### src/hw/rtl/sfd_pkg.sv
// Shared types and constants for the serial command frame decoder.
// Depends on nothing; every other file of the block but sfd_if imports it.
`default_nettype none

package sfd_pkg;

    // Frame bytes
    localparam logic [7:0] PREAMBLE = 8'hAA;
    localparam logic [7:0] ACK_BYTE = 8'h00;
    localparam logic [7:0] ERR_BYTE = 8'h01;

    // Command codes
    localparam logic [7:0] CMD_CHANNEL      = 8'h00;
    localparam logic [7:0] CMD_RUN_CYCLES   = 8'h01;
    localparam logic [7:0] CMD_MASK_TABLE   = 8'h02;
    localparam logic [7:0] CMD_PRE_DELAY    = 8'h03;
    localparam logic [7:0] CMD_POST_DELAY   = 8'h04;
    localparam logic [7:0] CMD_LOCK_WAVE    = 8'h05;
    localparam logic [7:0] CMD_MUX_SEL      = 8'h06;
    localparam logic [7:0] CMD_MASK_ENABLE  = 8'h07;
    localparam logic [7:0] CMD_ADC_RUN      = 8'h08;
    localparam logic [7:0] CMD_ADC_SHIFT    = 8'h09;
    localparam logic [7:0] CMD_FLUSH        = 8'h0A;
    localparam logic [7:0] CMD_DAC_WORD     = 8'h0B;
    localparam logic [7:0] CMD_ADC_FETCH    = 8'h0C;
    localparam logic [7:0] CMD_CLOCK_STATUS = 8'h0D;
    localparam logic [7:0] CMD_ADC_DUMMY    = 8'h0E;
    localparam logic [7:0] CMD_ADC_READOUT  = 8'h0F;
    localparam logic [7:0] CMD_PING         = 8'h10;

    // Setting targets that differ from the command code
    localparam logic [3:0] TGT_ADC_DUMMY   = 4'd2;
    localparam logic [3:0] TGT_ADC_READOUT = 4'd5;
    localparam logic [3:0] TGT_MASK_TABLE  = 4'd10;
    localparam logic [3:0] TGT_LOCK_WAVE   = 4'd11;

    // Payload lengths in bytes
    localparam int unsigned STORE_BYTES = 32;
    localparam logic [5:0] LEN_NONE  = 6'd0;
    localparam logic [5:0] LEN_BYTE  = 6'd1;
    localparam logic [5:0] LEN_WORD  = 6'd4;
    localparam logic [5:0] LEN_LONG  = 6'd8;
    localparam logic [5:0] LEN_TABLE = 6'd32;

    // Result kinds
    typedef enum logic [2:0] {
        KIND_TX      = 3'd0,
        KIND_SETTING = 3'd1,
        KIND_SAMPLE  = 3'd2,
        KIND_DAC     = 3'd3,
        KIND_FLUSH   = 3'd4
    } kind_t;

    // Work handed from the front to the back
    typedef enum logic [2:0] {
        OP_FLUSH   = 3'd0,
        OP_TX      = 3'd1,
        OP_ADC     = 3'd2,
        OP_SETTING = 3'd3,
        OP_DAC     = 3'd4,
        OP_TABLE   = 3'd5
    } job_op_t;

    typedef struct packed {
        job_op_t                    op;
        logic [3:0]                 target;
        logic [7:0]                 status;
        logic [STORE_BYTES*8-1:0]   data;
    } job_t;

endpackage

`default_nettype wire

### src/hw/rtl/sfd_if.sv
// Valid/ready channel interfaces for the serial command frame decoder.
// No dependencies.
`default_nettype none

interface sfd_in_if;
    logic        valid;
    logic        ready;
    logic [7:0]  rx_byte;
    logic        dac_clock_flag;
    logic        adc_clock_flag;
    logic [31:0] adc_sample_word;
    logic        adc_read_fail;
    logic        dac_write_fail;

    modport source (
        output valid, rx_byte, dac_clock_flag, adc_clock_flag,
               adc_sample_word, adc_read_fail, dac_write_fail,
        input  ready
    );
    modport sink (
        input  valid, rx_byte, dac_clock_flag, adc_clock_flag,
               adc_sample_word, adc_read_fail, dac_write_fail,
        output ready
    );
endinterface

interface sfd_out_if;
    logic        valid;
    logic        ready;
    logic [2:0]  kind;
    logic [7:0]  tx_data;
    logic [3:0]  target;
    logic [63:0] write_value;
    logic [3:0]  sample_index;
    logic        last;

    modport source (
        output valid, kind, tx_data, target, write_value, sample_index, last,
        input  ready
    );
    modport sink (
        input  valid, kind, tx_data, target, write_value, sample_index, last,
        output ready
    );
endinterface

`default_nettype wire

### src/hw/rtl/sfd_front.sv
// Front end: frame parser, payload store and job builder.
// Depends on sfd_pkg and sfd_in_if.
`default_nettype none

module sfd_front (
    input  wire logic        clk,
    input  wire logic        rst_n,
    sfd_in_if.sink           cmd_in,
    input  wire logic        job_full,
    output logic             job_push,
    output sfd_pkg::job_t    job
);
    import sfd_pkg::*;

    typedef enum logic [2:0] {
        PH_IDLE    = 3'b001,
        PH_CMD     = 3'b010,
        PH_PAYLOAD = 3'b100
    } phase_t;

    phase_t     phase_reg, phase_next;
    logic [7:0] cmd_reg, cmd_next;
    logic [5:0] left_reg, left_next;
    logic [7:0] store [STORE_BYTES];

    logic                     accept;
    logic [5:0]               cur_len;
    logic [5:0]               new_len;
    logic [4:0]               idx;
    logic [STORE_BYTES*8-1:0] merged;
    logic [7:0]               b;

    function automatic logic [5:0] payload_len(input logic [7:0] code);
        case (code) inside
            CMD_CHANNEL, CMD_MUX_SEL, CMD_MASK_ENABLE, CMD_ADC_DUMMY,
            CMD_ADC_READOUT: return LEN_BYTE;
            CMD_DAC_WORD: return LEN_WORD;
            CMD_RUN_CYCLES, CMD_PRE_DELAY, CMD_POST_DELAY, CMD_ADC_RUN,
            CMD_ADC_SHIFT: return LEN_LONG;
            CMD_MASK_TABLE, CMD_LOCK_WAVE: return LEN_TABLE;
            default: return LEN_NONE;
        endcase
    endfunction

    function automatic logic [3:0] setting_target(input logic [7:0] code);
        if (code == CMD_ADC_DUMMY) begin
            return TGT_ADC_DUMMY;
        end
        if (code == CMD_ADC_READOUT) begin
            return TGT_ADC_READOUT;
        end
        return code[3:0];
    endfunction

    assign cmd_in.ready = !job_full;
    assign accept       = cmd_in.valid && !job_full;
    assign b            = cmd_in.rx_byte;
    assign new_len      = payload_len(b);
    assign cur_len      = payload_len(cmd_reg);
    assign idx          = 5'(cur_len - left_reg);

    // Store contents with the byte of this transfer already in place
    always_comb
    begin
        for (int j = 0; j < STORE_BYTES; j++)
        begin
            merged[j*8 +: 8] = (5'(j) == idx) ? b : store[j];
        end
    end

    // Parse the frame and build the job for the back end
    always_comb
    begin
        phase_next = phase_reg;
        cmd_next   = cmd_reg;
        left_next  = left_reg;
        job_push   = 1'b0;
        job        = '0;
        job.op     = OP_TX;
        job.status = ACK_BYTE;
        if (accept)
        begin
            case (phase_reg)
                PH_CMD:
                begin
                    cmd_next   = b;
                    phase_next = PH_IDLE;
                    if (new_len != LEN_NONE)
                    begin
                        left_next  = new_len;
                        phase_next = PH_PAYLOAD;
                    end
                    else
                    begin
                        case (b)
                            CMD_FLUSH:
                            begin
                                job_push = 1'b1;
                                job.op   = OP_FLUSH;
                            end
                            CMD_CLOCK_STATUS:
                            begin
                                job_push   = 1'b1;
                                job.status = {6'b0, cmd_in.adc_clock_flag,
                                              cmd_in.dac_clock_flag};
                            end
                            CMD_ADC_FETCH:
                            begin
                                job_push = 1'b1;
                                job.op   = OP_ADC;
                                if (cmd_in.adc_read_fail)
                                begin
                                    job.status = ERR_BYTE;
                                end
                                else
                                begin
                                    job.data[31:0] = cmd_in.adc_sample_word;
                                end
                            end
                            CMD_PING:
                            begin
                                job_push = 1'b1;
                            end
                            default:
                            begin
                                job_push = 1'b0;
                            end
                        endcase
                    end
                end
                PH_PAYLOAD:
                begin
                    left_next = left_reg - 6'd1;
                    if (left_next == 6'd0)
                    begin
                        phase_next = PH_IDLE;
                        job_push   = 1'b1;
                        case (cur_len)
                            LEN_BYTE:
                            begin
                                job.op        = OP_SETTING;
                                job.target    = setting_target(cmd_reg);
                                job.data[7:0] = merged[7:0];
                            end
                            LEN_LONG:
                            begin
                                job.op         = OP_SETTING;
                                job.target     = setting_target(cmd_reg);
                                job.data[63:0] = merged[63:0];
                            end
                            LEN_WORD:
                            begin
                                job.op         = OP_DAC;
                                job.data[31:0] = merged[31:0];
                                if (cmd_in.dac_write_fail)
                                begin
                                    job.status = ERR_BYTE;
                                end
                            end
                            LEN_TABLE:
                            begin
                                job.op     = OP_TABLE;
                                job.target = (cmd_reg == CMD_MASK_TABLE) ?
                                             TGT_MASK_TABLE : TGT_LOCK_WAVE;
                                job.data   = merged;
                            end
                            default:
                            begin
                                job.op = OP_TX;
                            end
                        endcase
                    end
                end
                default:
                begin
                    phase_next = (b == PREAMBLE) ? PH_CMD : PH_IDLE;
                end
            endcase
        end
    end

    // Hold control state
    always_ff @(posedge clk or negedge rst_n)
    begin
        if (!rst_n)
        begin
            phase_reg <= PH_IDLE;
            cmd_reg   <= '0;
            left_reg  <= '0;
        end
        else
        begin
            phase_reg <= phase_next;
            cmd_reg   <= cmd_next;
            left_reg  <= left_next;
        end
    end

    // Write payload bytes into the store
    always_ff @(posedge clk)
    begin
        if (accept && (phase_reg == PH_PAYLOAD))
        begin
            store[idx] <= b;
        end
    end

endmodule

`default_nettype wire

### src/hw/rtl/sfd_job_fifo.sv
// Short job queue between the front and back ends.
// Depends on sfd_pkg.
`default_nettype none

module sfd_job_fifo #(
    parameter int unsigned DEPTH = 2
) (
    input  wire logic            clk,
    input  wire logic            rst_n,
    input  wire logic            push,
    input  wire sfd_pkg::job_t   push_job,
    output logic                 full,
    input  wire logic            pop,
    output sfd_pkg::job_t        pop_job,
    output logic                 not_empty
);
    import sfd_pkg::*;

    localparam int unsigned PtrW = (DEPTH > 1) ? $clog2(DEPTH) : 1;
    localparam int unsigned CntW = $clog2(DEPTH + 1);
    localparam logic [PtrW-1:0] LastPtr = PtrW'(DEPTH - 1);
    localparam logic [CntW-1:0] FullCnt = CntW'(DEPTH);

    job_t            slots [DEPTH];
    logic [PtrW-1:0] wr_ptr_reg, wr_ptr_next;
    logic [PtrW-1:0] rd_ptr_reg, rd_ptr_next;
    logic [CntW-1:0] count_reg, count_next;
    logic            do_push, do_pop;

    assign full      = (count_reg == FullCnt);
    assign not_empty = (count_reg != '0);
    assign do_push   = push && !full;
    assign do_pop    = pop && not_empty;
    assign pop_job   = slots[rd_ptr_reg];

    // Advance pointers and occupancy
    always_comb
    begin
        wr_ptr_next = wr_ptr_reg;
        rd_ptr_next = rd_ptr_reg;
        count_next  = count_reg;
        if (do_push)
        begin
            wr_ptr_next = (wr_ptr_reg == LastPtr) ? '0 : wr_ptr_reg + 1'b1;
        end
        if (do_pop)
        begin
            rd_ptr_next = (rd_ptr_reg == LastPtr) ? '0 : rd_ptr_reg + 1'b1;
        end
        if (do_push && !do_pop)
        begin
            count_next = count_reg + 1'b1;
        end
        else if (do_pop && !do_push)
        begin
            count_next = count_reg - 1'b1;
        end
    end

    always_ff @(posedge clk or negedge rst_n)
    begin
        if (!rst_n)
        begin
            wr_ptr_reg <= '0;
            rd_ptr_reg <= '0;
            count_reg  <= '0;
        end
        else
        begin
            wr_ptr_reg <= wr_ptr_next;
            rd_ptr_reg <= rd_ptr_next;
            count_reg  <= count_next;
        end
    end

    // Write job slots
    always_ff @(posedge clk)
    begin
        if (do_push)
        begin
            slots[wr_ptr_reg] <= push_job;
        end
    end

endmodule

`default_nettype wire

### src/hw/rtl/sfd_back.sv
// Back end: expands one job into its result transfers, one per cycle while the receiver takes them.
// Depends on sfd_pkg and sfd_out_if.
`default_nettype none

module sfd_back (
    input  wire logic            clk,
    input  wire logic            rst_n,
    input  wire sfd_pkg::job_t   job,
    input  wire logic            job_valid,
    output logic                 job_pop,
    sfd_out_if.source            res_out
);
    import sfd_pkg::*;

    logic [4:0]  step_reg, step_next;
    logic [4:0]  final_step;
    logic        is_final;
    logic        load;
    logic        valid_reg, valid_next;
    kind_t       kind_reg, kind_next;
    logic [7:0]  tx_reg, tx_next;
    logic [3:0]  target_reg, target_next;
    logic [63:0] value_reg, value_next;
    logic [3:0]  index_reg, index_next;
    logic        last_reg, last_next;

    // Step of the closing status byte for each job
    always_comb
    begin
        case (job.op)
            OP_FLUSH:   final_step = 5'd1;
            OP_ADC:     final_step = 5'd4;
            OP_SETTING: final_step = 5'd1;
            OP_DAC:     final_step = 5'd1;
            OP_TABLE:   final_step = 5'd16;
            default:    final_step = 5'd0;
        endcase
    end

    assign is_final = (step_reg == final_step);
    assign load     = job_valid && (!valid_reg || res_out.ready);
    assign job_pop  = load && is_final;

    // Build the next result
    always_comb
    begin
        kind_next   = KIND_TX;
        tx_next     = '0;
        target_next = '0;
        value_next  = '0;
        index_next  = '0;
        last_next   = 1'b0;
        if (is_final)
        begin
            tx_next   = job.status;
            last_next = 1'b1;
        end
        else
        begin
            case (job.op)
                OP_FLUSH:
                begin
                    kind_next = KIND_FLUSH;
                end
                OP_ADC:
                begin
                    tx_next = job.data[{step_reg[1:0], 3'b000} +: 8];
                end
                OP_SETTING:
                begin
                    kind_next   = KIND_SETTING;
                    target_next = job.target;
                    value_next  = job.data[63:0];
                end
                OP_DAC:
                begin
                    kind_next  = KIND_DAC;
                    value_next = job.data[63:0];
                end
                OP_TABLE:
                begin
                    kind_next   = KIND_SAMPLE;
                    target_next = job.target;
                    value_next  = {48'b0, job.data[{step_reg[3:0], 4'b0000} +: 16]};
                    index_next  = step_reg[3:0];
                end
                default:
                begin
                    kind_next = KIND_TX;
                end
            endcase
        end
    end

    // Advance the step and the output valid
    always_comb
    begin
        step_next  = step_reg;
        valid_next = valid_reg;
        if (load)
        begin
            step_next  = is_final ? '0 : step_reg + 5'd1;
            valid_next = 1'b1;
        end
        else if (res_out.ready)
        begin
            valid_next = 1'b0;
        end
    end

    always_ff @(posedge clk or negedge rst_n)
    begin
        if (!rst_n)
        begin
            step_reg  <= '0;
            valid_reg <= 1'b0;
        end
        else
        begin
            step_reg  <= step_next;
            valid_reg <= valid_next;
        end
    end

    // Hold the result payload until it is taken
    always_ff @(posedge clk)
    begin
        if (load)
        begin
            kind_reg   <= kind_next;
            tx_reg     <= tx_next;
            target_reg <= target_next;
            value_reg  <= value_next;
            index_reg  <= index_next;
            last_reg   <= last_next;
        end
    end

    assign res_out.valid        = valid_reg;
    assign res_out.kind         = kind_reg;
    assign res_out.tx_data      = tx_reg;
    assign res_out.target       = target_reg;
    assign res_out.write_value  = value_reg;
    assign res_out.sample_index = index_reg;
    assign res_out.last         = last_reg;

endmodule

`default_nettype wire

### src/hw/rtl/serial_command_frame_decoder_unit.sv
// Serial command frame decoder: one received byte per input transfer.
// Takes a byte every cycle while the job queue has room; each result passes
// through the job queue and the output register, then one result per cycle
// while the receiver takes them (up to seventeen after the last table byte).
// Reset clears the frame state, job queue and output register; the payload
// store is not cleared and needs no clearing pass.
`default_nettype none

module serial_command_frame_decoder_unit #(
    parameter int unsigned JOB_FIFO_DEPTH = 2
) (
    input  wire logic clk,
    input  wire logic rst_n,
    sfd_in_if.sink    cmd_in,
    sfd_out_if.source res_out
);
    import sfd_pkg::*;

    job_t push_job;
    job_t pop_job;
    logic job_push;
    logic job_full;
    logic job_pop;
    logic job_valid;

    // Parse frames
    sfd_front u_front (
        .clk      (clk),
        .rst_n    (rst_n),
        .cmd_in   (cmd_in),
        .job_full (job_full),
        .job_push (job_push),
        .job      (push_job)
    );

    // Queue jobs
    sfd_job_fifo #(
        .DEPTH (JOB_FIFO_DEPTH)
    ) u_fifo (
        .clk       (clk),
        .rst_n     (rst_n),
        .push      (job_push),
        .push_job  (push_job),
        .full      (job_full),
        .pop       (job_pop),
        .pop_job   (pop_job),
        .not_empty (job_valid)
    );

    // Emit results
    sfd_back u_back (
        .clk       (clk),
        .rst_n     (rst_n),
        .job       (pop_job),
        .job_valid (job_valid),
        .job_pop   (job_pop),
        .res_out   (res_out)
    );

endmodule

`default_nettype wire

### src/flat_wrapper.sv
// flat-port wrapper written by rule: the top's interface ports become plain ports
module serial_command_frame_decoder_unit_flat import sfd_pkg::*;
#(
    parameter int unsigned JOB_FIFO_DEPTH = 2
)
  (clk, rst_n, cmd_in_valid, cmd_in_rx_byte, cmd_in_dac_clock_flag, cmd_in_adc_clock_flag, cmd_in_adc_sample_word, cmd_in_adc_read_fail, cmd_in_dac_write_fail, cmd_in_ready, res_out_valid, res_out_kind, res_out_tx_data, res_out_target, res_out_write_value, res_out_sample_index, res_out_last, res_out_ready);
  sfd_in_if cmd_in_i ();
  sfd_out_if res_out_i ();
  input  wire logic clk;
  input  wire logic rst_n;
  input wire logic [$bits(cmd_in_i.valid)-1:0] cmd_in_valid;
  input wire logic [$bits(cmd_in_i.rx_byte)-1:0] cmd_in_rx_byte;
  input wire logic [$bits(cmd_in_i.dac_clock_flag)-1:0] cmd_in_dac_clock_flag;
  input wire logic [$bits(cmd_in_i.adc_clock_flag)-1:0] cmd_in_adc_clock_flag;
  input wire logic [$bits(cmd_in_i.adc_sample_word)-1:0] cmd_in_adc_sample_word;
  input wire logic [$bits(cmd_in_i.adc_read_fail)-1:0] cmd_in_adc_read_fail;
  input wire logic [$bits(cmd_in_i.dac_write_fail)-1:0] cmd_in_dac_write_fail;
  output wire logic [$bits(cmd_in_i.ready)-1:0] cmd_in_ready;
  output wire logic [$bits(res_out_i.valid)-1:0] res_out_valid;
  output wire logic [$bits(res_out_i.kind)-1:0] res_out_kind;
  output wire logic [$bits(res_out_i.tx_data)-1:0] res_out_tx_data;
  output wire logic [$bits(res_out_i.target)-1:0] res_out_target;
  output wire logic [$bits(res_out_i.write_value)-1:0] res_out_write_value;
  output wire logic [$bits(res_out_i.sample_index)-1:0] res_out_sample_index;
  output wire logic [$bits(res_out_i.last)-1:0] res_out_last;
  input wire logic [$bits(res_out_i.ready)-1:0] res_out_ready;
  assign cmd_in_i.valid = cmd_in_valid;
  assign cmd_in_i.rx_byte = cmd_in_rx_byte;
  assign cmd_in_i.dac_clock_flag = cmd_in_dac_clock_flag;
  assign cmd_in_i.adc_clock_flag = cmd_in_adc_clock_flag;
  assign cmd_in_i.adc_sample_word = cmd_in_adc_sample_word;
  assign cmd_in_i.adc_read_fail = cmd_in_adc_read_fail;
  assign cmd_in_i.dac_write_fail = cmd_in_dac_write_fail;
  assign cmd_in_ready = cmd_in_i.ready;
  assign res_out_valid = res_out_i.valid;
  assign res_out_kind = res_out_i.kind;
  assign res_out_tx_data = res_out_i.tx_data;
  assign res_out_target = res_out_i.target;
  assign res_out_write_value = res_out_i.write_value;
  assign res_out_sample_index = res_out_i.sample_index;
  assign res_out_last = res_out_i.last;
  assign res_out_i.ready = res_out_ready;
  serial_command_frame_decoder_unit #(.JOB_FIFO_DEPTH(JOB_FIFO_DEPTH)) u_core (.clk(clk), .rst_n(rst_n), .cmd_in(cmd_in_i), .res_out(res_out_i));
endmodule
### config.mk
export PLATFORM = sky130hd
export DESIGN_NAME = serial_command_frame_decoder_unit_flat
export DESIGN_NICKNAME = d
export VERILOG_FILES = /design/src/hw/rtl/sfd_pkg.sv /design/src/hw/rtl/sfd_if.sv /design/src/hw/rtl/sfd_front.sv /design/src/hw/rtl/sfd_job_fifo.sv /design/src/hw/rtl/sfd_back.sv /design/src/hw/rtl/serial_command_frame_decoder_unit.sv /design/src/flat_wrapper.sv
export SDC_FILE = /design/constraint.sdc
export NUM_CORES = 1
export LEC_CHECK = 0
export BUFFER_PORTS_ARGS = -buffer_cell sky130_fd_sc_hd__buf_4
export CORE_ASPECT_RATIO = 0.6
export CORE_MARGIN = 2
export CORE_UTILIZATION = 45
export CTS_BUF_LIST = sky130_fd_sc_hd__clkbuf_8 sky130_fd_sc_hd__clkbuf_16
export CTS_CLUSTER_DIAMETER = 200
export DETAILED_ROUTE_END_ITERATION = 8
export PLACE_DENSITY = 0.74
export SLEW_MARGIN = 25
export SYNTH_ARGS = -nofsm -noshare
export SYNTH_HDL_FRONTEND = slang
export SYNTH_SLANG_ARGS = --single-unit
### constraint.sdc
create_clock -name clk -period 19 [get_ports clk]
set_input_delay 5.7 -clock clk [delete_from_list [all_inputs] [get_ports clk]]
set_output_delay 5.7 -clock clk [all_outputs]
set_load 0.05 [all_outputs]
======== Word-level counts from Yosys, hierarchy flattened ========
Memories as Yosys holds them, arrays and structs flattened.
Cells that the tools add are included.
Widths: inputs -> output; s select.
word-level totals
  input port bits ......................... 48
  bits in writable memories ............... 798
  output and inout port bits .............. 86
  memories ................................ 2
  word-level logic and storage cells ...... 261
  bits in registers ....................... 111
memory list
  memory                words  width  read ports  clocked after Yosys merged registers in  wr ports  line                RTL
  u_core.u_fifo.slots   2      271    1           0                                        1         sfd_job_fifo.sv:24  job_t slots [DEPTH];
  u_core.u_front.store  32     8      32          0                                        1         sfd_front.sv:24     logic [7:0] store [STORE_BYTES];
cells by class
  eq/ne operators ......................... 74
  shift-type cells ........................ 2
  add/subtract/negate cells ............... 7
  mux-type cells .......................... 118
  reductions and logical operators ........ 42
  bitwise logic cells ..................... 2
operators with widths
  kind                count
  $mux 271            2
  $mux 8              37
  $shiftx 256x6->8    1
  $shiftx 256x9->16   1
  $mux 224            1
  $mux 192            1
  $mux 32             4
  $pmux 64 s2         1
  $eq 8x4->1 const B  13
  $eq 5x5->1 const A  16
  $eq 8x3->1 const B  8
  $pmux 32 s2         1
  $mux 6              9
  $eq 4x5->1 const A  8
  $mux 1              36
  $eq 8x2->1 const B  4
  $pmux 8 s2          2
  $mux 4              7
  $mux 24             1
  $eq 3x5->1 const A  4
  $reduce_or 5->1     4
  $eq 8x1->1 const B  2
  $logic_not 8->1     2
  $reduce_or 2->1     8
  other kinds (43)    72

======== Logic depth before layout (Yosys ltp) ========
  depth after elaboration ................. 22
  depth in mapped cells ................... 15
  mapped depth without buffers ............ 12

======== By module ========
From an unflattened synthesis, not the netlist that was laid out.
unflattened totals
  cells, all modules ...................... 2453
  area, all modules ....................... 40080.9 um2
by module, submodules not included
  module        area an instance (um2)  seq. area each (um2)  cells each  instances
  sfd_job_fifo  20059.2                 16375.7               862         1
  sfd_front     14171.1                 8114.0                1187        1
  sfd_back      5850.6                  2672.6                404         1

======== Worst setup path before layout ========
No wires, ideal clock.
  path type ............................... input to register
  start point ............................. input port cmd_in_rx_byte[2]
  end point ............................... memory u_core.u_fifo.slots[0][0] (netlist bit) (enable)
  required time ........................... 17.785 ns
  path buffers ............................ 1
  setup slack ............................. -6.718 ns
  cell stages on the path ................. 6
  setup time .............................. 1.215 ns
  arrival ................................. 24.503 ns
  cells stage by stage .................... clkbuf_1 -> nor2b_1 -> o21ai_0 -> a21boi_0 -> a31oi_1 -> nor3_1
between the ends
  longest elaborated chain between the ends .. 13
  elaborated cells between the ends (all ways) .. 33
  classes of those cells .................. eq/ne: 16; mux: 10; reduce/logical: 7
ends and longest elaborated chain
  what                                      line                RTL
  from (decl)                               flat_wrapper.sv:12  input wire logic [$bits(cmd_in_i.rx_byte)-1:0] cmd_in_rx_byte;
  $eq 8x2->1 or $eq 8x3->1 (tied branches)  sfd_front.sv:58     assign new_len = payload_len(b);
  $reduce_or 2->1                           sfd_front.sv:34     case (code) inside
  $mux 6 (4 in series)                      sfd_front.sv:34
  $reduce_bool 6->1                         sfd_front.sv:88     if (new_len != LEN_NONE)
  $mux 1 *                                  sfd_front.sv:88
  $pmux 1 s2 *                              sfd_front.sv:83     case (phase_reg)
  $mux 1 *                                  sfd_front.sv:81     if (accept)
  $logic_and 1x1->1 *                       sfd_job_fifo.sv:32  assign do_push = push && !full;
  $mux 1 *                                  sfd_job_fifo.sv:79  if (do_push)
  $mux 1 (implied by the code) *            sfd_job_fifo.sv:81  slots[wr_ptr_reg] <= push_job;
  to (decl)                                 sfd_job_fifo.sv:24
Every way passes the cells marked *; elsewhere a longest branch is shown, timed or not.

======== Worst setup path in the final report ========
  start point ............................. input port cmd_in_rx_byte[3]
  end point ............................... memory u_core.u_fifo.slots[1][157] (netlist bit) (enable)
between the ends
  longest elaborated chain between the ends .. 13
  elaborated cells between the ends (all ways) .. 33
  classes of those cells .................. eq/ne: 16; mux: 10; reduce/logical: 7
ends and longest elaborated chain
  what                                      line                RTL
  $eq 8x2->1 or $eq 8x3->1 (tied branches)  sfd_front.sv:58
  $reduce_or 2->1                           sfd_front.sv:34
  $mux 6 (4 in series)                      sfd_front.sv:34
  $reduce_bool 6->1                         sfd_front.sv:88
  $mux 1 *                                  sfd_front.sv:88
  $pmux 1 s2 *                              sfd_front.sv:83
  $mux 1 *                                  sfd_front.sv:81
  $logic_and 1x1->1 *                       sfd_job_fifo.sv:32
  net u_core.u_fifo.do_push                 sfd_job_fifo.sv:28  logic do_push, do_pop;
  $mux 1 *                                  sfd_job_fifo.sv:79
  $mux 1 (implied by the code) *            sfd_job_fifo.sv:81
The timed path passes the listed nets; every way through them passes the cells marked *.

==> impl_metrics.env <==
export IMPL_grt_usage_pct=22.3
export IMPL_cts_hold_buffers=0
export IMPL_h_tree_depth=3
export IMPL_drt_iter0_drc=2994
export IMPL_fin_crit_ps=9320
export IMPL_rsz0062_at_grt="no"
export IMPL_p_per_area_nw_per_um2=121
export IMPL_vias=22500
export IMPL_status="finished, final reports clean"
export IMPL_cp_slowest_stage_delay_ps=800
export IMPL_fp_dieArea_um2=90200
export IMPL_largest_reg_flops=530
export IMPL_worstSetupPathType="primary input to flip-flop"
export IMPL_grt_pass1_wl_um=147000
export IMPL_hp_class="flip-flop to flip-flop"
export IMPL_num_rows=84
export IMPL_drive_gt1_share_pct=22.2
export IMPL_avgSynthCellArea_um2=16.1
export IMPL_wirelength_um=101000
export IMPL_synth_seq_cells=897
export IMPL_core_um2=87200
export IMPL_crit_chain="buf_4, nor2b_1, a21oi_1, o31ai_1, a31oi_1, nor2_1, and2_4, buf_12"
export IMPL_p_clk_share_pct=31.1
export IMPL_routedWlPerCell_um=26.8
export IMPL_antenna_found_initial=12
export IMPL_viasPerCell=5.98
export IMPL_synth_edf_count=870
export IMPL_synthArstFlopShare_pct=3.01
export IMPL_syn_nets=2502
export IMPL_critical_path_top_delay_family="simple AND/OR/NAND/NOR gates"
export IMPL_comb_power_share_pct=26.1
export IMPL_overflow=0
export IMPL_r2r_start="u_core.u_front.cmd_reg[5]"
export IMPL_start_util_pct=45.3
export IMPL_cts_resized=0
export IMPL_postCtsSetupBuffers=0
export IMPL_p_sw_share_pct=32.4
export IMPL_grt_max_degree=165
export IMPL_nFillCells=7030
export IMPL_placed_cells=3612
export IMPL_worstHoldStart="u_core.u_back.res_out.valid"
export IMPL_min_to="u_core.u_back.res_out.valid"
export IMPL_critPathLaunchType="primary input"
export IMPL_clock_skew_ps=24.7
export IMPL_nets=2591
export IMPL_peakVddDrop_v=0.0000861
export IMPL_arrival_ps=9570
export IMPL_p_int_w=0.00363
export IMPL_first_pass_iters=5
export IMPL_hold_viol=0
export IMPL_min_path_cells=2
export IMPL_die_w_um=386
export IMPL_maxSlewHeadroom_pct=21.2
export IMPL_p_sw_w=0.00173
export IMPL_r2r_setup_slack_ps=13310
export IMPL_period_share_pct=49.1
export IMPL_synth_cell_types=70
export IMPL_grt_pass1_vias=22300
export IMPL_critPathBufInv=2
export IMPL_portBuffers=133
export IMPL_fmax_mhz=107
export IMPL_place_congestion=0.925
export IMPL_cts_clk_slew_worst_paths_ps=70
export IMPL_synth_warnings=0
export IMPL_yosys_most_used_dff="edfxtp_1"
export IMPL_antenna_left=0
export IMPL_finalSetupViolations=0
export IMPL_tns_ps=0
export IMPL_cts_sinks=897
export IMPL_cts_root_buf="clkbuf_16"
export IMPL_worst_path_max_fanout=151
export IMPL_cp_required_ps=19240
export IMPL_crit_path_end_kind="flip-flop"
export IMPL_cts_tree="done"
export IMPL_crit_path_top_delay_cell="and2_4"
export IMPL_worst_pin_slew_ps=1180
export IMPL_r2r_cells=10
export IMPL_reg2reg_to="u_core.u_front.store[21][5]"
export IMPL_hpwl_um=64900
export IMPL_synthToLayoutAreaGrowth_pct=12.0
export IMPL_synth_area_um2=39500
export IMPL_maxCapViolCount=0
export IMPL_leakagePower_nw=14.9
export IMPL_final_max_slew_violation_count=0
export IMPL_pin_count=134
export IMPL_clockBufferDepth=3
export IMPL_stdcell_count=3760
export IMPL_ys_seq_area_share_pct=67.9
export IMPL_seq_power_share_pct=42.8
export IMPL_clock_latency_ps=650
export IMPL_die_height_um=233
export IMPL_cts_buffers=77
export IMPL_regMostFlops="u_core.u_fifo.slots"
export IMPL_drc=0
export IMPL_synthCells=2446
## cell families after synthesis
group	count (synthesis)	share of synthesized area, %
AND/OR/NAND/NOR	577	8.24
multiplexers	521	17.0
XOR/XNOR	14	0.329
flip-flops	897	67.9
adder cells (fa/ha/maj)	8	0.253
buffers and inverters	197	2.71
AO/OA/AOI/OAI	232	3.57
## cells in the final DEF (no fill, tap or decap), drive strengths merged, types with 9 or more instances in the layout
cell / synthesis / layout
clkbuf: 96 / 86
mux4: 120 / 120
o21ai: 98 / 98
clkinv: 0 / 30
edfxtp: 870 / 870
nor2b: 11 / 11
nand2: 93 / 93
dfrtp: 26 / 26
buf: 82 / 188
a31oi: 11 / 11
a21oi: 38 / 38
nor3: 24 / 24
nor2: 334 / 334
nand3: 13 / 13
bufinv: 0 / 11
nor4: 17 / 17
o221ai: 17 / 17
o22ai: 22 / 22
inv: 19 / 31
xnor2: 9 / 9
nand2b: 13 / 13
or3: 16 / 16
nand4: 23 / 23
mux2i: 392 / 392
mux2: 9 / 9
a211oi: 10 / 10
## tightest hold or removal path: stages (launching register included)
cell	delay, ps
dfrtp_1	350
nand2b_1	70
nand2_1	60
## routing by layer
| layer | track usage [%] | routed length, um | vias to the layer above | share of wire [%] |
|---|---|---|---|---|
| li1 | - | - | 9656 | - |
| met5 | 0 | 0 | - | 0 |
| met1 | 31.0 | 41600 | 11400 | 41 |
| met3 | 9.88 | 14400 | 153 | 14 |
| met4 | 5.66 | 2180 | 0 | 2.2 |
| met2 | 31.8 | 42700 | 1264 | 42 |
## worst max-delay path by stage
stage                                  endpoint  slack (ps)              start  cells after the start
CTS                 u_core.u_fifo.slots[1][154]        9830  cmd_in_rx_byte[3]                      8
floorplan             u_core.u_fifo.slots[0][0]        1400  cmd_in_rx_byte[2]                      6
global placement    u_core.u_fifo.slots[1][236]        9270  cmd_in_rx_byte[3]                      8
global route        u_core.u_fifo.slots[1][157]        9520  cmd_in_rx_byte[3]                      8
finish              u_core.u_fifo.slots[1][157]        9680  cmd_in_rx_byte[3]                      8
detailed placement  u_core.u_fifo.slots[1][170]        9160  cmd_in_rx_byte[3]                      8
## synth_stat cells (14+ instances only)
library cell	number	share of area, %
edfxtp_1	870	66
mux2i_1	392	9.9
nor2_1	232	2.2
mux4_2	120	6.8
clkbuf_1	96	0.91
nand2_1	92	0.87
nor2_4	80	2.3
o21ai_0	76	0.96
a21oi_1	37	0.47
buf_2	36	0.46
dfrtp_1	26	1.6
nand4_1	23	0.36
nor2_2	22	0.35
o21ai_1	22	0.28
o22ai_1	22	0.35
inv_1	18	0.17
buf_4	17	0.32
nor4_1	17	0.27
o221ai_1	17	0.38
or3_1	15	0.24
nor3_1	14	0.18
## stage by stage
step / util [%] / setup WS, ps / power [W] / hold WS [ps] / area (um2)
after floorplan: - / 1400 / 0.00325 / 474 / 39500
after global placement: 47.5 / 9270 / 0.00368 / 489 / 41500
after detailed placement: 47.5 / 9160 / 0.00371 / 506 / 41500
after CTS: 50.6 / 9830 / 0.00536 / 522 / 44100
after global routing: 50.7 / 9520 / 0.00552 / 541 / 44200
final: 50.7 / 9680 / 0.00536 / 519 / 44200
## area by class of cell
class,count,area (um2),share of cell area [%]
Multi-Input combinational cell,1352,11700,26.5
Timing Repair Buffer,188,1510,3.41
Antenna cell,3,7.51,0.0170
Clock buffer,86,2110,4.76
Sequential cell,897,26800,60.6
Inverter,19,73.8,0.167
Tap cell,1161,1450,3.28
Clock inverter,54,542,1.22
## power groups by stage
stage	Clock, W	Sequential, W	Combinational [W]
global placement	0	0.00233	0.00135
detailed placement	0	0.00234	0.00137
global route	0.00176	0.00230	0.00146
floorplan	0	0.00251	0.000740
CTS	0.00169	0.00230	0.00137
finish	0.00167	0.00230	0.00140
Note: power is estimated with default switching activity, not from simulation.
